**src/sv/two_partial_decaying_tone_synth_core_defines.svh**
```systemverilog
// Assertion macros used by the sample engine of the tone synthesiser.
`ifndef TWO_PARTIAL_DECAYING_TONE_SYNTH_CORE_DEFINES_SVH
`define TWO_PARTIAL_DECAYING_TONE_SYNTH_CORE_DEFINES_SVH

`ifndef SYNTHESIS
`define TPDTS_ASSERT(lbl, prop) \
  lbl: assert property (@(posedge clk_i) disable iff (!rst_ni) (prop)) \
    else $error("%m: assertion failed");
`define TPDTS_ASSERT_NEXT(lbl, ante, cons) \
  lbl: assert property (@(posedge clk_i) disable iff (!rst_ni) (ante) |=> (cons)) \
    else $error("%m: assertion failed");
`else
`define TPDTS_ASSERT(lbl, prop)
`define TPDTS_ASSERT_NEXT(lbl, ante, cons)
`endif

`endif

```
**src/sv/tpdts_pkg.sv**
```systemverilog
// Types, constants and the sine table function of the tone synthesiser.
`timescale 1ns / 1ps

package tpdts_pkg;

  localparam int PHASE_BITS_DEF       = 32;
  localparam int SINE_TABLE_DEPTH_DEF = 256;

  localparam int CFG_INDEX_W = 3;
  localparam int CFG_DATA_W  = 32;

  localparam logic [CFG_INDEX_W-1:0] REG_MAIN_STEP = 3'd0;
  localparam logic [CFG_INDEX_W-1:0] REG_OVER_STEP = 3'd1;
  localparam logic [CFG_INDEX_W-1:0] REG_GAIN      = 3'd2;
  localparam logic [CFG_INDEX_W-1:0] REG_LENGTH    = 3'd3;
  localparam logic [CFG_INDEX_W-1:0] REG_ENV_STEP  = 3'd4;

  localparam logic [30:0] MAIN_STEP_RST = 31'd42852370;
  localparam logic [30:0] OVER_STEP_RST = 31'd73706076;
  localparam logic [15:0] GAIN_RST      = 16'd11796;
  localparam logic [15:0] LENGTH_RST    = 16'd7497;
  localparam logic [23:0] ENV_STEP_RST  = 24'd1902;

  localparam logic [63:0] PI_Q30      = 64'd3373259426;
  localparam logic [24:0] ENV_ONE     = 25'h1000000;
  localparam logic [15:0] OVER_WEIGHT = 16'd11469;
  localparam logic [15:0] SINE_FULL   = 16'd32767;
  localparam logic [30:0] SAT_LIMIT   = 31'h40000000;

  localparam int QUEUE_DEPTH = 2;
  localparam int QUEUE_PTR_W = 1;
  localparam int QUEUE_CNT_W = 2;

  typedef enum logic {
    CMD_TICK,
    CMD_START
  } cmd_e;

  typedef enum logic [2:0] {
    ST_IDLE,
    ST_POS,
    ST_SINE,
    ST_MIX,
    ST_GAIN,
    ST_ENV,
    ST_SCALE,
    ST_OUT
  } state_e;

  typedef struct packed {
    logic [30:0] main_step;
    logic [30:0] over_step;
    logic [15:0] gain;
    logic [15:0] length;
    logic [23:0] env_step;
  } cfg_t;

  // Evaluates the sine series for an angle in Q2.30 and rounds to Q1.15.
  function automatic logic [15:0] sine_entry(input logic [63:0] x);
    logic [63:0]        x2;
    logic [63:0]        term;
    logic [63:0]        r;
    logic signed [63:0] sum;
    x2   = (x * x) >> 30;
    term = x;
    sum  = $signed(x);
    term = ((term * x2) >> 30) / 64'd6;
    sum  = sum - $signed(term);
    term = ((term * x2) >> 30) / 64'd20;
    sum  = sum + $signed(term);
    term = ((term * x2) >> 30) / 64'd42;
    sum  = sum - $signed(term);
    term = ((term * x2) >> 30) / 64'd72;
    sum  = sum + $signed(term);
    term = ((term * x2) >> 30) / 64'd110;
    sum  = sum - $signed(term);
    term = ((term * x2) >> 30) / 64'd156;
    sum  = sum + $signed(term);
    if (sum < 0) begin
      sum = '0;
    end
    r = ($unsigned(sum) + 64'd16384) >> 15;
    if (r > 64'(SINE_FULL)) begin
      r = 64'(SINE_FULL);
    end
    return r[15:0];
  endfunction

endpackage

```
**src/sv/tpdts_front.sv**
```systemverilog
// Input side of the tone synthesiser: accepts ticks, classifies them and queues commands.
`timescale 1ns / 1ps

module tpdts_front (
  input  logic               clk_i,
  input  logic               rst_ni,
  input  logic               in_valid_i,
  output logic               in_ready_o,
  input  logic               start_req_i,
  output logic               cmd_valid_o,
  input  logic               cmd_ready_i,
  output tpdts_pkg::cmd_e    cmd_o
);

  tpdts_pkg::cmd_e                       q_mem_q [tpdts_pkg::QUEUE_DEPTH];
  logic [tpdts_pkg::QUEUE_PTR_W-1:0]     wr_ptr_q, wr_ptr_d;
  logic [tpdts_pkg::QUEUE_PTR_W-1:0]     rd_ptr_q, rd_ptr_d;
  logic [tpdts_pkg::QUEUE_CNT_W-1:0]     count_q, count_d;
  logic                                  push, pop;
  tpdts_pkg::cmd_e                       cmd_class;

  assign in_ready_o  = (count_q != tpdts_pkg::QUEUE_CNT_W'(tpdts_pkg::QUEUE_DEPTH));
  assign cmd_valid_o = (count_q != '0);
  assign cmd_o       = q_mem_q[rd_ptr_q];
  assign push        = in_valid_i && in_ready_o;
  assign pop         = cmd_valid_o && cmd_ready_i;
  assign cmd_class   = start_req_i ? tpdts_pkg::CMD_START : tpdts_pkg::CMD_TICK;

  always_comb begin
    wr_ptr_d = push ? wr_ptr_q + 1'b1 : wr_ptr_q;
    rd_ptr_d = pop ? rd_ptr_q + 1'b1 : rd_ptr_q;
    count_d  = count_q;
    if (push && !pop) begin
      count_d = count_q + 1'b1;
    end else if (pop && !push) begin
      count_d = count_q - 1'b1;
    end
  end

  always_ff @(posedge clk_i or negedge rst_ni) begin
    if (!rst_ni) begin
      wr_ptr_q <= '0;
      rd_ptr_q <= '0;
      count_q  <= '0;
    end else begin
      wr_ptr_q <= wr_ptr_d;
      rd_ptr_q <= rd_ptr_d;
      count_q  <= count_d;
    end
  end

  always_ff @(posedge clk_i) begin
    if (push) begin
      q_mem_q[wr_ptr_q] <= cmd_class;
    end
  end

endmodule

```
**config.mk**
```make
export PLATFORM = sky130hd
export DESIGN_NAME = tpdts_front
export DESIGN_NICKNAME = d
export VERILOG_FILES = /design/src/sv/two_partial_decaying_tone_synth_core_defines.svh /design/src/sv/tpdts_pkg.sv /design/src/sv/tpdts_front.sv
export SDC_FILE = /design/constraint.sdc
export NUM_CORES = 1
export LEC_CHECK = 0
export BUFFER_PORTS_ARGS = -buffer_cell sky130_fd_sc_hd__buf_2
export CAP_MARGIN = 20
export CORE_AREA = 8 8 45 47
export DETAILED_ROUTE_END_ITERATION = 10
export DIE_AREA = 0 0 53 55
export HOLD_SLACK_MARGIN = 0.1
export PLACE_DENSITY_LB_ADDON = 0.05
export REMOVE_ABC_BUFFERS = 1
export SLEW_MARGIN = 10
export SYNTH_ARGS = -nofsm -noshare
export SYNTH_HDL_FRONTEND = slang
export SYNTH_SLANG_ARGS = --single-unit
```
**constraint.sdc**
```tcl
create_clock -name clk_i -period 2.7 [get_ports clk_i]
set_clock_uncertainty 0.1 [all_clocks]
set_input_delay 0 -clock clk_i [delete_from_list [all_inputs] [get_ports clk_i]]
set_output_delay 0 -clock clk_i [all_outputs]
set_load 0.01 [all_outputs]
```
==> impl_metrics.toml, run 1 <==
[cells_and_area]
mostFrequentLayoutCell = "buf_2"
layout_common_cells = "buf_2, dlygate4sd3_1, dfrtp_1"
final-instance-count-excl-fill = 53
final_util_pct = 29.9
fin_nets = 44
syn2layout_area_growth_pct = 46.5
diodes = 0
drive_gt1_share_pct = 37.8

[min_path]
hold_path.class = "input port to register"

[sta]
setup_tns_ns = 0
max_freq_mhz = 649
slew-limit-headroom_pct = 86.7
whs_ns = 0.388
hold_viol = 0
drv_slew = 0
rsz0062_at_grt = "no"
setup-violations-final = 0
min_period_over_period_pct = 57.0
worst_slew_pin_slew_ns = 0.200
finalCriticalPeriod_ns = 1.54

[clock_tree]
cts_tree = "done"
cts_buffers = 3
cts.path.max_buffers = 2
clkLatencyLatePin_ns = 0.24
cts_resized = 0
cts_setup_buffers = 0
clk_pin_slew_ns = 0.05
h-tree-depth = 1
root_buffer = "clkbuf_4"
numClockSinks = 6

[setup_path]
worst_setup_path_end_kind = "register"
cp-start-kind = "register"
critPathArrivalTime_ns = 1.60
crit_type = "register to register"
worstPathRequired_ns = 2.76
worstPathMaxFanout = 4

[grt]
grt_most_used_layer = "met2"
grt_use_met1_pct = 4.62
grt_pass1_wl_microns = 876
grt_max_degree = 5
track_usage_pct = 4.45
use_met2_pct = 6.05
met3_usage_pct = 2.94
grt_overflow = 0
grt_pass1_vias = 222
antenna_found_initial = 0

[floorplanning]
ioPinCount = 8
std_cell_rows = 14
start_util_pct = 20.4
dieArea_sq_um = 2920
core-area_sq_um = 1380
die_w_microns = 53
die_h_microns = 55

[power]
p_leak_nw = 0.192
powerDensity_nw_per_um2 = 1070
combPwrFrac_pct = 40.7
pwr-share-seq_pct = 39.1
peakVddDrop_uv = 328
clkPwrFrac_pct = 20.2
switchingPower_uw = 149
p_sw_share_pct = 33.5
internal_power_uw = 296

[placement]
port_buffers = 7
hpwl_microns = 435
gp_congestion = 0.635
placedCellCount = 44

[synthesis]
synth_top_area_cell = "dfrtp_1"
ys_types = 13
synth.yosys.seq_area_share_pct = 56.6
syn_inst = 21
synth_area_sq_um = 283
netlist.area_leader.share_pct = 35.4
yosysWarnings = 0
synth_area_leaders = "dfrtp_1, edfxtp_1, xnor2_1"
avgSynthCellArea_sq_um = 13.5
ys_ff_latch = 6

[job]
maxCapViolations = 0

[drt]
avgViaCountPerCell = 3.79
drc = 0
wirelength_microns = 537
ant_nets = 0
drt_iter0_drc = 1
routedWlPerCell_microns = 10.1
dr.pass1.iters = 4
num_vias = 201

[outcome]
status = "complete, no violations"
[path summary, 6_finish.rpt]
check                                 start          to  slack [ns]  cells past startpoint
worst max register to register   count_q[0]  count_q[1]        1.16                      6
max in group asynchronous            rst_ni  count_q[1]        1.76                      3
min in group asynchronous            rst_ni    wr_ptr_q        0.56                      3
worst max-delay path             count_q[0]  count_q[1]        1.16                      6
worst min-delay path            start_req_i  q_mem_q[1]        0.39                      2
worst min register to register     wr_ptr_q    wr_ptr_q        0.39                      1
[critical path, cell delays in order (launching register included)]
cell	delay, ns
dfrtp_1	0.42
nand2b_4	0.16
nand2_1	0.12
inv_1	0.06
ha_1	0.32
nor2_1	0.13
xor2_1	0.15
[synthesized netlist by cell type]
cell      n
and3_1    1
dfrtp_1   4
edfxtp_1  2
ha_1      1
inv_1     1
mux2_2    1
nand2_1   1
nand2_4   1
nand2b_4  1
nor2_1    2
or2_4     1
xnor2_1   3
xor2_1    2
[metal layers]
layer  vias up  share of wire [%]
li1        102                  -
met1        96                 43
met2         3                 49
met3         0                8.4
met4         0                  0
met5         -                  0
[metrics by stage]
step	area [sq um]	setup WS, ns	total power [mW]
6_report	414	1.16	0.444
5_1_grt	414	1.04	0.477
4_1_cts	414	1.15	0.453
3_5_place_dp	338	1.16	0.355
3_3_place_gp	338	1.19	0.350
2_1_floorplan	283	1.24	0.305
[power groups by stage]
| stage | logic, mW | registers, mW | clock network, mW |
|---|---|---|---|
| after floorplan | 0.138 | 0.167 | 0 |
| after global placement | 0.176 | 0.174 | 0 |
| after detailed placement | 0.178 | 0.177 | 0 |
| after CTS | 0.186 | 0.175 | 0.0915 |
| after global routing | 0.201 | 0.179 | 0.0968 |
| final | 0.181 | 0.174 | 0.0896 |
[cell type report]
type,instances,area (sq um)
multi-input combinational,14,119
clock buffer,4,26.3
inverter,1,3.75
sequential,6,160
tap,16,20.0
timing repair buffer,12,85.1
fill,154,970
[registers in the layout (all words and copies together) (netlist names)]
name,flops
count_q,2
q_mem_q,2
rd_ptr_q,1
wr_ptr_q,1
[repair_timing]
item                                   4_1_cts  5_1_grt
hold buffers                                 5        0
endpoints found under the hold margin       11        0
setup endpoints to repair                    0        0
[cell families (layout without fill, tap and decap cells)]
kind of cell,Yosys count,after routing,synth area share [%]
and+or+nand+nor,7,7,18.1
DFF,6,6,56.6
xor gates and xnor gates,5,5,15.5
adders and majority gates,1,1,4.42
muxes,1,1,3.98
buffers and inverters,1,17,1.33
(Power assumes the default switching activity.)
==> inputs of run 2 (changes only) <==
clock period = 1.3 ns   (was 2.7 ns; I/O delays follow)
==> impl_metrics.toml, run 2 (synthesis gave the netlist of run 1 again) <==
[outcome]
status = "complete, but fails checks"
failed_checks = "negative setup slack"

[floorplanning]
std_cell_rows = 14
die_w_microns = 53
start_util_pct = 20.4
ioPinCount = 8
die_h_microns = 55
dieArea_sq_um = 2920
core-area_sq_um = 1380

[sta]
worst_slew_pin_slew_ns = 0.193
drv_slew = 0
whs_ns = 0.392
slew-limit-headroom_pct = 87.1
min_period_over_period_pct = 109
rsz0062_at_grt = "yes"
setup-violations-final = 1
hold_viol = 0
finalCriticalPeriod_ns = 1.42
setup_ws_ns = -0.118
max_freq_mhz = 705

[setup_path]
crit_type = "register to register"
r2r_end = "count_q[1]"
crit_buf_inv = 0
worstPathMaxFanout = 3
cp-start-kind = "register"
ff2ff_path_depth = 6
cp_slowest_cell = "dfrtp_1"
rrSetupSlack_ns = -0.12
worst_setup_path_end_kind = "register"
endpoint = "count_q[1]"
worstPathRequired_ns = 1.32
max_stage_delay_ns = 0.41
crit_family = "flip-flops"
crit_chain = "or2_4 > nand2_4 > ha_4 > xor2_2 > nor2_2 > xor2_1"
cp-startpoint = "count_q[1]"
crit_cells = 6
critPathArrivalTime_ns = 1.44
r2r-start = "count_q[1]"

[drt]
dr.pass1.iters = 2
wirelength_microns = 634
num_vias = 211
avgViaCountPerCell = 3.64
ant_nets = 0
routedWlPerCell_microns = 10.9
drt_iter0_drc = 2
drc = 0

[cells_and_area]
final-instance-count-excl-fill = 58
seqCellArea_sq_um = 160
num-fill-cells = 145
syn2layout_area_growth_pct = 72.6
layout_common_cells = "buf_2, buf_4, dlygate4sd3_1"
reg_top3 = "count_q: 2 flops, q_mem_q: 2 flops"
mostFrequentLayoutCell = "buf_2"
fin_nets = 50
drive_gt1_share_pct = 59.5
diodes = 0
multi_input_area_sq_um = 149

[clock_tree]
cts.path.max_buffers = 2
root_buffer = "clkbuf_4"
clk_pin_slew_ns = 0.04
h-tree-depth = 1
numClockSinks = 6
cts_buffers = 3
cts_tree = "done"
clkLatencyLatePin_ns = 0.24

[grt]
grt_max_degree = 5
antenna_found_initial = 0
grt_overflow = 0
track_usage_pct = 5.66
grt_pass1_wl_microns = 1100
grt_pass1_vias = 257

[power]
report.power.total_mw = 1.10
powerDensity_nw_per_um2 = 2250
peakVddDrop_uv = 729
p_leak_nw = 0.221

[min_path]
min-delay-start = "wr_ptr_q"
hold_path.class = "register to register"

[placement]
gp_congestion = 0.670
placedCellCount = 49
port_buffers = 7
hpwl_microns = 478

[job]
maxCapViolations = 0
[run 2: cell types whose count changed in the layout (fill, tap and decap cells not counted), sizes merged]
| cell | delta |
|---|---|
| buf | +6 |
| clkbuf | -1 |
[run 2: per-stage QoR]
step	TNS [ns]	utilization (%)	cell area (sq um)	setup WS, ns
3_3_place_gp	-0.208	27.1	375	-0.171
3_5_place_dp	-0.227	27.1	375	-0.180
2_1_floorplan	-0.232	-	283	-0.164
5_1_grt	-0.204	35.3	488	-0.197
6_report	-0.118	35.3	488	-0.118
4_1_cts	-0.183	34.0	470	-0.183
[run 2: worst min-delay path by stage]
stage	end	cells past startpoint
after floorplan	count_q[0]	0
after global placement	wr_ptr_q	1
after detailed placement	rd_ptr_q	1
after CTS	q_mem_q[0]	2
after global routing	q_mem_q[1]	2
final	wr_ptr_q	1
[run 2: per-layer routing]
metal  vias to the layer above  GRT usage, %  share of wire (%)
li1                        110             -                  -
met1                        98          5.09                 43
met2                         3          9.18                 51
met3                         0          4.55                6.6
met4                         0          2.59                  0
met5                         -             0                  0
[run 2: layout make-up]
class	instances	share of cell area [%]
flip-flops and latches	6	32.8
multi-input cells	14	30.5
repair buffers	18	26.7
clock buffers	3	4.62
well taps	16	4.10
inverters	1	1.28
[run 2: timing repair]
item	CTS	global route
cloned	0	0
setup endpoints to repair	2	2
hold buffers	5	0
gates resized for setup	4	4
setup buffers	1	0
pin swaps	5	5
endpoints found under the hold margin	9	0
[run 2: power by group]
part	internal (mW)	switching, mW	total [mW]
Clock	0.104	0.0628	0.167
Combinational	0.342	0.240	0.582
Sequential	0.284	0.0650	0.349
Total	0.730	0.367	1.10
==> inputs of run 3 (changes only) <==
--- a/config.mk
+++ b/config.mk
@@ -15,2 +15,3 @@
 export REMOVE_ABC_BUFFERS = 1
+export SKIP_LAST_GASP = 1
 export SLEW_MARGIN = 10
==> constraint.sdc (replaced) <==
create_clock -name clk_i -period 1.3 [get_ports clk_i]
set_clock_uncertainty 0.1 [all_clocks]
set_input_delay 0.065 -clock clk_i [delete_from_list [all_inputs] [get_ports clk_i]]
set_output_delay 0.065 -clock clk_i [all_outputs]
set_load 0.01 [all_outputs]
==> impl_metrics.toml, run 3 (synthesis gave the netlist of run 1 again) <==
[floorplanning]
start_util_pct = 20.4
die_w_microns = 53
die_h_microns = 55
core-area_sq_um = 1380
dieArea_sq_um = 2920
ioPinCount = 8
std_cell_rows = 14

[sta]
max_freq_mhz = 705
min_period_over_period_pct = 109
finalCriticalPeriod_ns = 1.42
drv_slew = 0
setup_ws_ns = -0.118
setup-violations-final = 1
rsz0062_at_grt = "yes"
worst_slew_pin_slew_ns = 0.193
hold_viol = 0
slew-limit-headroom_pct = 87.1

[clock_tree]
numClockSinks = 6
clk_pin_slew_ns = 0.04
root_buffer = "clkbuf_4"
cts_tree = "done"
h-tree-depth = 1
cts_buffers = 3
clkLatencyLatePin_ns = 0.24
cts.path.max_buffers = 2

[power]
combPwrFrac_pct = 52.9
switchingPower_uw = 367
internal_power_uw = 728
peakVddDrop_uv = 729
p_leak_nw = 0.217
clkPwrFrac_pct = 15.2
p_sw_share_pct = 33.5
report.power.total_mw = 1.10
pwr-share-seq_pct = 31.9
powerDensity_nw_per_um2 = 2290

[cells_and_area]
final-instance-count-excl-fill = 57
diodes = 0
fin_area_sq_um = 478
mostFrequentLayoutCell = "buf_2"
drive_gt1_share_pct = 61.0
reg_top3 = "count_q: 2 flops, q_mem_q: 2 flops"
syn2layout_area_growth_pct = 69.0
fin_nets = 49
num-fill-cells = 146
final_util_pct = 34.5
layout_common_cells = "buf_2, buf_4, dfrtp_1, dlygate4sd3_1"

[setup_path]
worstPathMaxFanout = 3
critPathArrivalTime_ns = 1.44
cp-start-kind = "register"
worstPathRequired_ns = 1.32
worst_setup_path_end_kind = "register"
crit_type = "register to register"

[drt]
wirelength_microns = 632
dr.pass1.iters = 2
num_vias = 207
drc = 0
avgViaCountPerCell = 3.63
drt_iter0_drc = 2
ant_nets = 0
routedWlPerCell_microns = 11.1

[job]
maxCapViolations = 0

[grt]
grt_pass1_vias = 254
grt_overflow = 0
track_usage_pct = 5.66
antenna_found_initial = 0
grt_pass1_wl_microns = 1100
grt_max_degree = 5

[placement]
hpwl_microns = 478
placedCellCount = 49
port_buffers = 7
placed_area_sq_um = 375
gp_congestion = 0.670

[outcome]
failed_checks = "negative setup slack"
status = "complete, but fails checks"

[min_path]
hold_path.class = "input port to register"
## run 3: through the flow
stage / hold slack [ns] / setup TNS, ns / worst slack, ns
final: 0.135 / -0.118 / -0.118
after global placement: -0.216 / -0.208 / -0.171
after detailed placement: -0.220 / -0.227 / -0.180
after global routing: 0.139 / -0.204 / -0.197
after CTS: 0.115 / -0.183 / -0.183
after floorplan: -0.331 / -0.232 / -0.164
## run 3: cell type report
class,instances,area (sq um),share of cell area [%]
clock buffers,3,22.5,4.71
inverters,1,6.26,1.31
multi-input cells,14,149,31.2
flip-flops and latches,6,160,33.5
well taps,16,20.0,4.19
repair buffers,17,120,25.1
## run 3: path summary, 6_finish.rpt
path | from | endpoint | slack [ns] | cells past startpoint
min in group asynchronous | rst_ni | rd_ptr_q | 0.62 | 3
setup reg to reg | count_q[1] | count_q[1] | -0.12 | 6
setup / recovery | count_q[1] | count_q[1] | -0.12 | 6
hold / removal | cmd_ready_i | count_q[0] | 0.13 | 4
hold reg to reg | wr_ptr_q | wr_ptr_q | 0.39 | 1
max in group asynchronous | rst_ni | wr_ptr_q | 0.31 | 3
## run 3: critical path, cell delays in order (launching register included)
cell and delay, ns:
dfrtp_1 0.41, or2_4 0.26, nand2_4 0.07, ha_4 0.13
xor2_2 0.15, nor2_2 0.05, xor2_1 0.14
## run 3: timing repair
item	in CTS	in global routing
buffers inserted	1	0
hold buffers	4	0
hold endpoints to repair	8	0
resized for setup	4	4
endpoints found under the setup margin	2	2
pin swaps	5	5
## run 3: layer usage
layer	up-vias	wire, microns	global-route usage, %
li1	108	-	-
met1	96	267	4.94
met2	3	322	9.38
met3	0	42	4.55
met4	0	0	2.59
met5	-	0	0
## run 3: power groups by stage
| stage | registers (mW) | logic [mW] | clock network, mW |
|---|---|---|---|
| 2_1_floorplan | 0.348 | 0.287 | 0 |
| 3_3_place_gp | 0.350 | 0.477 | 0 |
| 3_5_place_dp | 0.353 | 0.484 | 0 |
| 4_1_cts | 0.352 | 0.539 | 0.179 |
| 5_1_grt | 0.359 | 0.642 | 0.194 |
| 6_report | 0.349 | 0.579 | 0.167 |
